[config.mk]
export PLATFORM = sky130hd
export DESIGN_NAME = quadrature_knob_decoder
export DESIGN_NICKNAME = d
export VERILOG_FILES = /design/src/hdl/qkd_pkg.sv /design/src/hdl/quadrature_knob_decoder.sv
export SDC_FILE = /design/constraint.sdc
export NUM_CORES = 1
export LEC_CHECK = 0
export ABC_AREA = 1
export BUFFER_PORTS_ARGS = -buffer_cell sky130_fd_sc_hd__buf_2
export CORE_ASPECT_RATIO = 0.6
export CORE_MARGIN = 5
export CORE_UTILIZATION = 34
export DETAILED_ROUTE_END_ITERATION = 7
export GPL_TIMING_DRIVEN = 0
export SLEW_MARGIN = 20
export SYNTH_ARGS = -nofsm -noshare
export SYNTH_HDL_FRONTEND = slang
export SYNTH_SLANG_ARGS = --single-unit
[constraint.sdc]
create_clock -name clk -period 3.8 [get_ports clk]
set_input_delay 0.19 -clock clk [delete_from_list [all_inputs] [get_ports clk]]
set_output_delay 0.19 -clock clk [all_outputs]
set_load 0.01 [all_outputs]
[src/hdl/qkd_pkg.sv]
// Shared types, constants and helper functions for the quadrature knob decoder.
package qkd_pkg;

  // Field widths.
  localparam int SAMPLE_W    = 2;
  localparam int THRESHOLD_W = 7;
  localparam int HISTORY_W   = 9;
  localparam int STEP_W      = 2;
  localparam int COUNT_W     = 16;

  // Stream payload widths, padded to whole bytes.
  localparam int IN_DATA_W  = 8;
  localparam int OUT_DATA_W = 24;

  // Bit positions of the output fields inside the output tdata.
  localparam int STEP_LSB  = 0;
  localparam int COUNT_LSB = STEP_LSB + STEP_W;

  // Reset values and the default tick counter width.
  localparam int TICK_WIDTH_DEFAULT = 16;
  localparam logic signed [HISTORY_W-1:0] HISTORY_RESET = 9'sd5;
  localparam logic [THRESHOLD_W-1:0] THRESHOLD_RESET = 7'd1;

  // Step codes.
  localparam logic signed [STEP_W-1:0] STEP_NONE = 2'sd0;
  localparam logic signed [STEP_W-1:0] STEP_CW   = 2'sd1;
  localparam logic signed [STEP_W-1:0] STEP_CCW  = -2'sd1;

  // Encoder states (A plus 2*B).
  localparam logic [SAMPLE_W-1:0] ST_00 = 2'd0;
  localparam logic [SAMPLE_W-1:0] ST_A  = 2'd1;
  localparam logic [SAMPLE_W-1:0] ST_B  = 2'd2;
  localparam logic [SAMPLE_W-1:0] ST_AB = 2'd3;

  // History direction for a move between two encoder states: one Gray-code
  // ring moves the history down, the opposite ring moves it up, and a jump
  // of two bits leaves it alone.
  function automatic logic signed [1:0] transition_dir(
    input logic [SAMPLE_W-1:0] from_state,
    input logic [SAMPLE_W-1:0] to_state
  );
    logic signed [1:0] dir;
    dir = 2'sd0;
    case ({from_state, to_state})
      {ST_00, ST_B}, {ST_B, ST_AB}, {ST_AB, ST_A}, {ST_A, ST_00}: dir = -2'sd1;
      {ST_00, ST_A}, {ST_A, ST_AB}, {ST_AB, ST_B}, {ST_B, ST_00}: dir = 2'sd1;
      default: dir = 2'sd0;
    endcase
    return dir;
  endfunction

endpackage

[src/hdl/quadrature_knob_decoder.sv]
// Quadrature knob decoder with detent history and a saturating tick counter.
//
//   Channel   Direction  Handshake                 Payload
//   s_axis    in         s_axis_tvalid/tready      first_sample, confirm_sample
//   m_axis    out        m_axis_tvalid/tready      step, tick_count
//   cfg       in         cfg_valid/cfg_ready       step_threshold
//
// One request is accepted every clock cycle unless the output stalls; each result
// passes from the input register through the decode into the result register.
// The decoder state (last state, history, ticks) updates together with the result register.
// Reset empties both stages and restores threshold, history and tick count.
// A stalled output holds its result; the input register still takes one more
// request, after which s_axis_tready drops until the output drains.
module quadrature_knob_decoder #(
  parameter int TICK_WIDTH = qkd_pkg::TICK_WIDTH_DEFAULT
) (
  input  logic                         clk,
  input  logic                         rst,
  // Input stream.
  input  logic                         s_axis_tvalid,
  output logic                         s_axis_tready,
  // [1:0] first_sample, [3:2] confirm_sample, [7:4] zero
  input  logic [qkd_pkg::IN_DATA_W-1:0]  s_axis_tdata,
  // Output stream.
  output logic                         m_axis_tvalid,
  input  logic                         m_axis_tready,
  // [1:0] step, [17:2] tick_count, [23:18] zero
  output logic [qkd_pkg::OUT_DATA_W-1:0] m_axis_tdata,
  // Threshold write channel.
  input  logic                         cfg_valid,
  output logic                         cfg_ready,
  input  logic [qkd_pkg::THRESHOLD_W-1:0] cfg_data
);
  import qkd_pkg::*;

  localparam int EXT_W = (TICK_WIDTH < COUNT_W) ? COUNT_W : TICK_WIDTH;
  localparam logic signed [TICK_WIDTH-1:0] TICK_MAX = {1'b0, {(TICK_WIDTH-1){1'b1}}};
  localparam logic signed [TICK_WIDTH-1:0] TICK_MIN = {1'b1, {(TICK_WIDTH-1){1'b0}}};

  // Configuration and decoder state.
  logic [THRESHOLD_W-1:0]       step_threshold;
  logic [SAMPLE_W-1:0]          last_state;
  logic signed [HISTORY_W-1:0]  step_history;
  logic signed [TICK_WIDTH-1:0] ticks;
  logic                         first_event_pending;

  // Input register.
  logic                in_valid;
  logic [SAMPLE_W-1:0] in_first;
  logic [SAMPLE_W-1:0] in_confirm;

  // Result register.
  logic                      out_valid;
  logic signed [STEP_W-1:0]  out_step;
  logic [COUNT_W-1:0]        out_count;

  // Decode signals.
  logic                         advance;
  logic                         moved;
  logic signed [HISTORY_W-1:0]  hist_sum;
  logic signed [HISTORY_W-1:0]  thr_pos;
  logic signed [HISTORY_W-1:0]  step_history_next;
  logic [SAMPLE_W-1:0]          last_state_next;
  logic signed [STEP_W-1:0]     step_next;
  logic signed [TICK_WIDTH-1:0] ticks_next;
  logic [EXT_W-1:0]             ticks_ext;

  assign cfg_ready     = 1'b1;
  assign advance       = !out_valid || m_axis_tready;
  assign s_axis_tready = !in_valid || advance;

  // Decode the registered sample pair against the current state.
  always_comb begin
    moved    = (in_first == in_confirm) && (in_first != last_state);
    thr_pos  = signed'({{(HISTORY_W-THRESHOLD_W){1'b0}}, step_threshold});
    hist_sum = step_history + HISTORY_W'(transition_dir(last_state, in_first));
    step_next         = STEP_NONE;
    step_history_next = step_history;
    last_state_next   = last_state;
    if (moved) begin
      last_state_next   = in_first;
      step_history_next = hist_sum;
      if (hist_sum > thr_pos) begin
        step_next         = STEP_CW;
        step_history_next = '0;
      end else if (hist_sum < -thr_pos) begin
        step_next         = STEP_CCW;
        step_history_next = '0;
      end
    end
  end

  // Steps apply inverted to the saturating tick count, except on the first event.
  always_comb begin
    ticks_next = ticks;
    if (!first_event_pending) begin
      if (step_next == STEP_CCW && ticks != TICK_MAX) begin
        ticks_next = ticks + TICK_WIDTH'(1);
      end else if (step_next == STEP_CW && ticks != TICK_MIN) begin
        ticks_next = ticks - TICK_WIDTH'(1);
      end
    end
    ticks_ext = EXT_W'(ticks_next);
  end

  // Input register: takes a request whenever it is empty or moving on.
  always_ff @(posedge clk) begin
    if (rst) begin
      in_valid <= 1'b0;
    end else if (s_axis_tready) begin
      in_valid <= s_axis_tvalid;
    end
    if (s_axis_tready && s_axis_tvalid) begin
      in_first   <= s_axis_tdata[SAMPLE_W-1:0];
      in_confirm <= s_axis_tdata[2*SAMPLE_W-1:SAMPLE_W];
    end
  end

  // Threshold register.
  always_ff @(posedge clk) begin
    if (rst) begin
      step_threshold <= THRESHOLD_RESET;
    end else if (cfg_valid && cfg_ready) begin
      step_threshold <= cfg_data;
    end
  end

  // Decoder state and result register.
  always_ff @(posedge clk) begin
    if (rst) begin
      out_valid           <= 1'b0;
      last_state          <= ST_00;
      step_history        <= HISTORY_RESET;
      ticks               <= '0;
      first_event_pending <= 1'b1;
    end else if (advance) begin
      out_valid <= in_valid;
      if (in_valid) begin
        last_state          <= last_state_next;
        step_history        <= step_history_next;
        ticks               <= ticks_next;
        first_event_pending <= 1'b0;
      end
    end
    if (advance && in_valid) begin
      out_step  <= step_next;
      out_count <= ticks_ext[COUNT_W-1:0];
    end
  end

  assign m_axis_tvalid = out_valid;
  assign m_axis_tdata  = {{(OUT_DATA_W-COUNT_W-STEP_W){1'b0}}, out_count, out_step};

endmodule

==> flow_results.org <==
** Cells and area
- Share of post-route cells with drive strength above 1 :: roughly 22%
- The multi-input combinational cells in the finished layout cover a total of between 3000 and 4000 µm².
- After the flow finishes, the layout carries non-filler instances totaling about 1000.
- From synthesis to final layout, the design area changed by 27.12%.
- Final core utilization :: 44.36%
- The repair_antennas step left the layout with diodes totalling 0.
- Summing all flip-flop and latch instances after layout gives between 1000 and 1500 µm².
- Finished Cell Area :: 6100 µm²
- In the final design database the tool counted 850 nets.
- The layout has around 1400 filler cells.

** Setup path
- At the worst endpoint, the arrival time is just over 4 ns.
- The worst setup path is captured at a flop.
- Delay contributed by the slowest stage of the critical path :: 0.40 ns
- STA classifies the critical path startpoint as a flop.
- Cell family with the largest share of critical-path delay :: simple AND/OR/NAND/NOR gates
- Worst-case register-to-register setup slack :: -0.19 ns
- Along the worst path, the maximum fanout reaches 11.
- Library cell contributing the largest single delay on the critical path :: sky130_fd_sc_hd__ha_1
- Type of the worst setup path :: reg -> reg
- Data required time at the worst endpoint :: a little under 4 ns
- Cell seen most often among critical-path stages :: sky130_fd_sc_hd__inv_1
- Number of buffers and inverters on the critical path :: 8

** Drt
- The detailed router finished its first iteration with about 450 violations.
- The first TritonRoute pass finished after 5 iterations.
- DRC :: 0
- Total routed wirelength :: around 15000 µm
- After detailed routing, the number of vias per cell comes to between 4 and 5.
- Wirelength per Cell :: approximately 15 µm
- Once detail routing completed, the nets flagged for antenna violations numbered 0.
- Total via count in the routed design :: about 4900

** Power and ir drop
- The worst-case IR drop observed on VDD is 0.1520 mV.
- Summed over all cells, the static leakage comes to approximately 3.0 nW.
- PnR Total Power :: 2.292 mW
- Pwr per Cell Area :: 375.8 nW/µm²

** Placed design
- At the end of routability-driven placement, the weighted congestion stood at approximately 0.96.
- After legalization and detailed placement, the total HPWL measured 10500 µm.
- Number of cells after detailed placement :: 950
- Buffers placed on the I/O ports in this run total 34.
- Post-Place Cell Area :: 5233 µm²
- Setup Slack @ Placement :: -0.5818 ns

** Logic synthesis
- Sequential fraction of the synthesis area :: 29.20%
- Netlist area before placement :: roughly 4800 µm²
- Synthesized area per cell :: about 6.7 µm²
- Synth Instances :: 719
- For this run, the number of Yosys warnings is 0.
- Number of flip-flops and latches in the synthesized netlist :: 59
- Distinct cells, synth :: 40

** Global routing
- Number of global-route vias before repair :: roughly 4200
- Largest net degree at the start of global routing :: 28
- The number of antenna violations at the first check in global routing came to 0.
- Total global routing track utilization :: 17.53%
- After global routing the overflow that remains totals 0.
- First-pass GRT wire length :: 22870 µm

** STA
- Setup total negative slack on the finished layout was measured at -4.343 ns.
- Number of endpoints failing setup at the final stage :: 39
- Unrepaired setup endpoints after global routing :: true
- The final max-slew violation count is 0.
- Headroom to the max-slew limit came out at a little over half.
- Worst Hold Margin :: 0.03321 ns
- Across all setup checks in the final design, the least slack found is -0.1875 ns.
- Tcrit/Tclk final :: 104.9%
- On the final layout, the worst clock skew is about 0.0084 ns.
- Static timing analysis puts the maximum clock frequency at approximately 250 MHz.
- Final hold violation count :: 0
- Transition at the pin with the smallest max-transition slack :: ~0.69 ns
- For the finished layout, the period the worst path requires is approximately 4.0 ns.

** Floorplan
- Die Outline Area :: ~17000 µm²
- Initial Util :: a little over a third
- The floorplan step set the die width to approximately 160 µm.
- Count of boundary I/O pins :: 47
- Number of standard-cell rows in the floorplan :: 33
- The floorplan step defined a core boundary enclosing 13750 µm².
- DIE HEIGHT :: between 100 and 150 µm

** Clock network
- CTS sink cnt :: 59
- Worst-case clock buffer depth :: 2
- CTS placed an instance of sky130_fd_sc_hd__clkbuf_16 at the clock tree root.
- Clock-pin slew on the worst setup and hold paths :: about 0.050 ns
- Clock tree from TritonCTS :: built
- CTS Buf Count :: 9
- Clock insertion delay at the later pin of the skew report :: 0.34 ns
- H-tree levels :: 3

** Status
- Violations in the final reports :: negative setup slack
- The run finished, with violations left.

** Hold path
- The path class of the tightest hold or removal check is in -> reg.

** Job
- Number of violations of the max-capacitance limit :: 0
## synth_stat cells (all sizes together)
library cell | n | area share (%)
nand2 | 237 | 19
inv | 91 | 7.1
nand3 | 60 | 7.0
nor2 | 44 | 4.0
a21oi | 41 | 4.7
nand4 | 38 | 5.1
dfxtp | 37 | 15
xor2 | 34 | 6.2
ha | 28 | 7.3
edfxtp | 22 | 14
buf | 20 | 2.8
clkbuf | 18 | 1.4
o21ai | 16 | 1.7
nor3 | 12 | 1.5
nor4 | 7 | 0.91
xnor2 | 3 | 0.55
conb | 2 | 0.16
a21o | 1 | 0.16
a22oi | 1 | 0.16
a31oi | 1 | 0.13
and2 | 1 | 0.18
clkinv | 1 | 0.078
fa | 1 | 0.42
nand3b | 1 | 0.16
o21bai | 1 | 0.16
or2 | 1 | 0.13
## repair_timing
item	4_1_cts	5_1_grt
gates cloned	2	2
buffers inserted	21	7
setup endpoints to repair	43	43
hold buffers	0	0
pin swaps	33	38
gates resized for setup	45	32
endpoints found under the hold margin	0	0
## path summary, 6_finish.rpt
check | to | cells past startpoint | from
max | out_count[2]$_DFFE_PP_ | 26 | in_first[1]$_DFFE_PP_
min reg2reg | step_history[7]$_SDFFE_PP0P_ | 2 | step_history[7]$_SDFFE_PP0P_
max reg2reg | out_count[2]$_DFFE_PP_ | 26 | in_first[1]$_DFFE_PP_
min | in_first[0]$_DFFE_PP_ | 1 | s_axis_tdata[0]
## metal layers
| layer | wire (µm) | part of all wire, % | track usage [%] |
|---|---|---|---|
| met5 | 0 | 0 | 0 |
| met4 | 155 | 1.0 | 3.866 |
| met3 | 1354 | 9.1 | 4.796 |
| met2 | 5010 | 34 | 20.45 |
| met1 | 8315 | 56 | 29.78 |
## area by class of cell
| cell class | count | share of cell area, % |
|---|---|---|
| Tap cell | 192 | 3.938 |
| Multi-Input combinational cell | 535 | 51.67 |
| Clock buffer | 14 | 4.349 |
| Timing Repair Buffer | 66 | 7.590 |
| Clock inverter | 2 | 0.1641 |
| Buffer | 38 | 3.610 |
| Inverter | 92 | 5.703 |
| Sequential cell | 59 | 22.97 |
## flip-flops by register name (all words and copies together) (netlist names)
name,cells
step_history,9
m_axis_tvalid,1
out_step,2
ticks,16
first_event_pending,1
out_count,16
step_threshold,7
last_state,2
in_valid,1
in_first,2
in_confirm,2
## cells by family after synthesis
family / after synthesis / share of synthesized area [%]
simple gates: 401 / 37.86
buf+inv: 130 / 11.37
compound gates: 61 / 6.937
flops: 59 / 29.20
xor+xnor: 37 / 6.754
fa+ha+maj: 29 / 7.718
other cells: 2 / 0.1565
## where the power goes
group | switching (mW) | leakage (nW) | total (mW) | internal [mW]
registers | 0.0214 | 0.515 | 0.720 | 0.699
logic | 0.495 | 2.36 | 0.795 | 0.300
clock network | 0.297 | 0.136 | 0.777 | 0.480
total | 0.814 | 3.01 | 2.29 | 1.48
## layout by cell type (no fill, tap or decap), types with 2 or more instances in the layout
cell type	Yosys	final
sky130_fd_sc_hd__a21oi_1	38	38
sky130_fd_sc_hd__a21oi_4	1	2
sky130_fd_sc_hd__buf_1	2	2
sky130_fd_sc_hd__buf_2	7	39
sky130_fd_sc_hd__buf_4	9	35
sky130_fd_sc_hd__buf_6	2	6
sky130_fd_sc_hd__buf_8	0	2
sky130_fd_sc_hd__clkbuf_1	18	22
sky130_fd_sc_hd__clkbuf_16	0	11
sky130_fd_sc_hd__clkinv_2	0	2
sky130_fd_sc_hd__conb_1	2	7
sky130_fd_sc_hd__dfxtp_1	37	37
sky130_fd_sc_hd__edfxtp_1	22	22
sky130_fd_sc_hd__ha_1	28	22
sky130_fd_sc_hd__ha_4	0	5
sky130_fd_sc_hd__inv_1	88	84
sky130_fd_sc_hd__inv_2	3	6
sky130_fd_sc_hd__nand2_1	230	202
sky130_fd_sc_hd__nand2_2	7	33
sky130_fd_sc_hd__nand2_4	0	2
sky130_fd_sc_hd__nand3_1	54	42
sky130_fd_sc_hd__nand3_2	5	17
sky130_fd_sc_hd__nand4_1	37	37
sky130_fd_sc_hd__nor2_1	41	40
sky130_fd_sc_hd__nor2_4	1	2
sky130_fd_sc_hd__nor3_1	10	10
sky130_fd_sc_hd__nor3_2	2	2
sky130_fd_sc_hd__nor4_1	7	7
sky130_fd_sc_hd__o21ai_0	16	15
sky130_fd_sc_hd__xnor2_2	0	3
sky130_fd_sc_hd__xor2_1	34	33
## worst reg2reg max path, stage by stage, from the launching register on
cell,delay [ns]
sky130_fd_sc_hd__edfxtp_1,0.38
sky130_fd_sc_hd__inv_2,0.07
sky130_fd_sc_hd__buf_4,0.13
sky130_fd_sc_hd__buf_4,0.13
sky130_fd_sc_hd__ha_1,0.18
sky130_fd_sc_hd__inv_1,0.05
sky130_fd_sc_hd__nand2_1,0.04
sky130_fd_sc_hd__nand3_1,0.12
sky130_fd_sc_hd__nand2_4,0.15
sky130_fd_sc_hd__ha_1,0.41
sky130_fd_sc_hd__a21o_1,0.20
sky130_fd_sc_hd__nor2_1,0.13
sky130_fd_sc_hd__nand3_1,0.09
sky130_fd_sc_hd__nand2_1,0.16
sky130_fd_sc_hd__inv_1,0.11
sky130_fd_sc_hd__ha_1,0.32
sky130_fd_sc_hd__inv_1,0.06
sky130_fd_sc_hd__nor2_1,0.04
sky130_fd_sc_hd__nand2_1,0.05
sky130_fd_sc_hd__nand4_1,0.15
sky130_fd_sc_hd__nand2_4,0.13
sky130_fd_sc_hd__nand3_4,0.16
sky130_fd_sc_hd__buf_8,0.20
sky130_fd_sc_hd__nand2_2,0.08
sky130_fd_sc_hd__nand3_2,0.09
sky130_fd_sc_hd__nand2_2,0.09
sky130_fd_sc_hd__inv_1,0.04
Note: power is estimated with default switching activity, not from simulation.
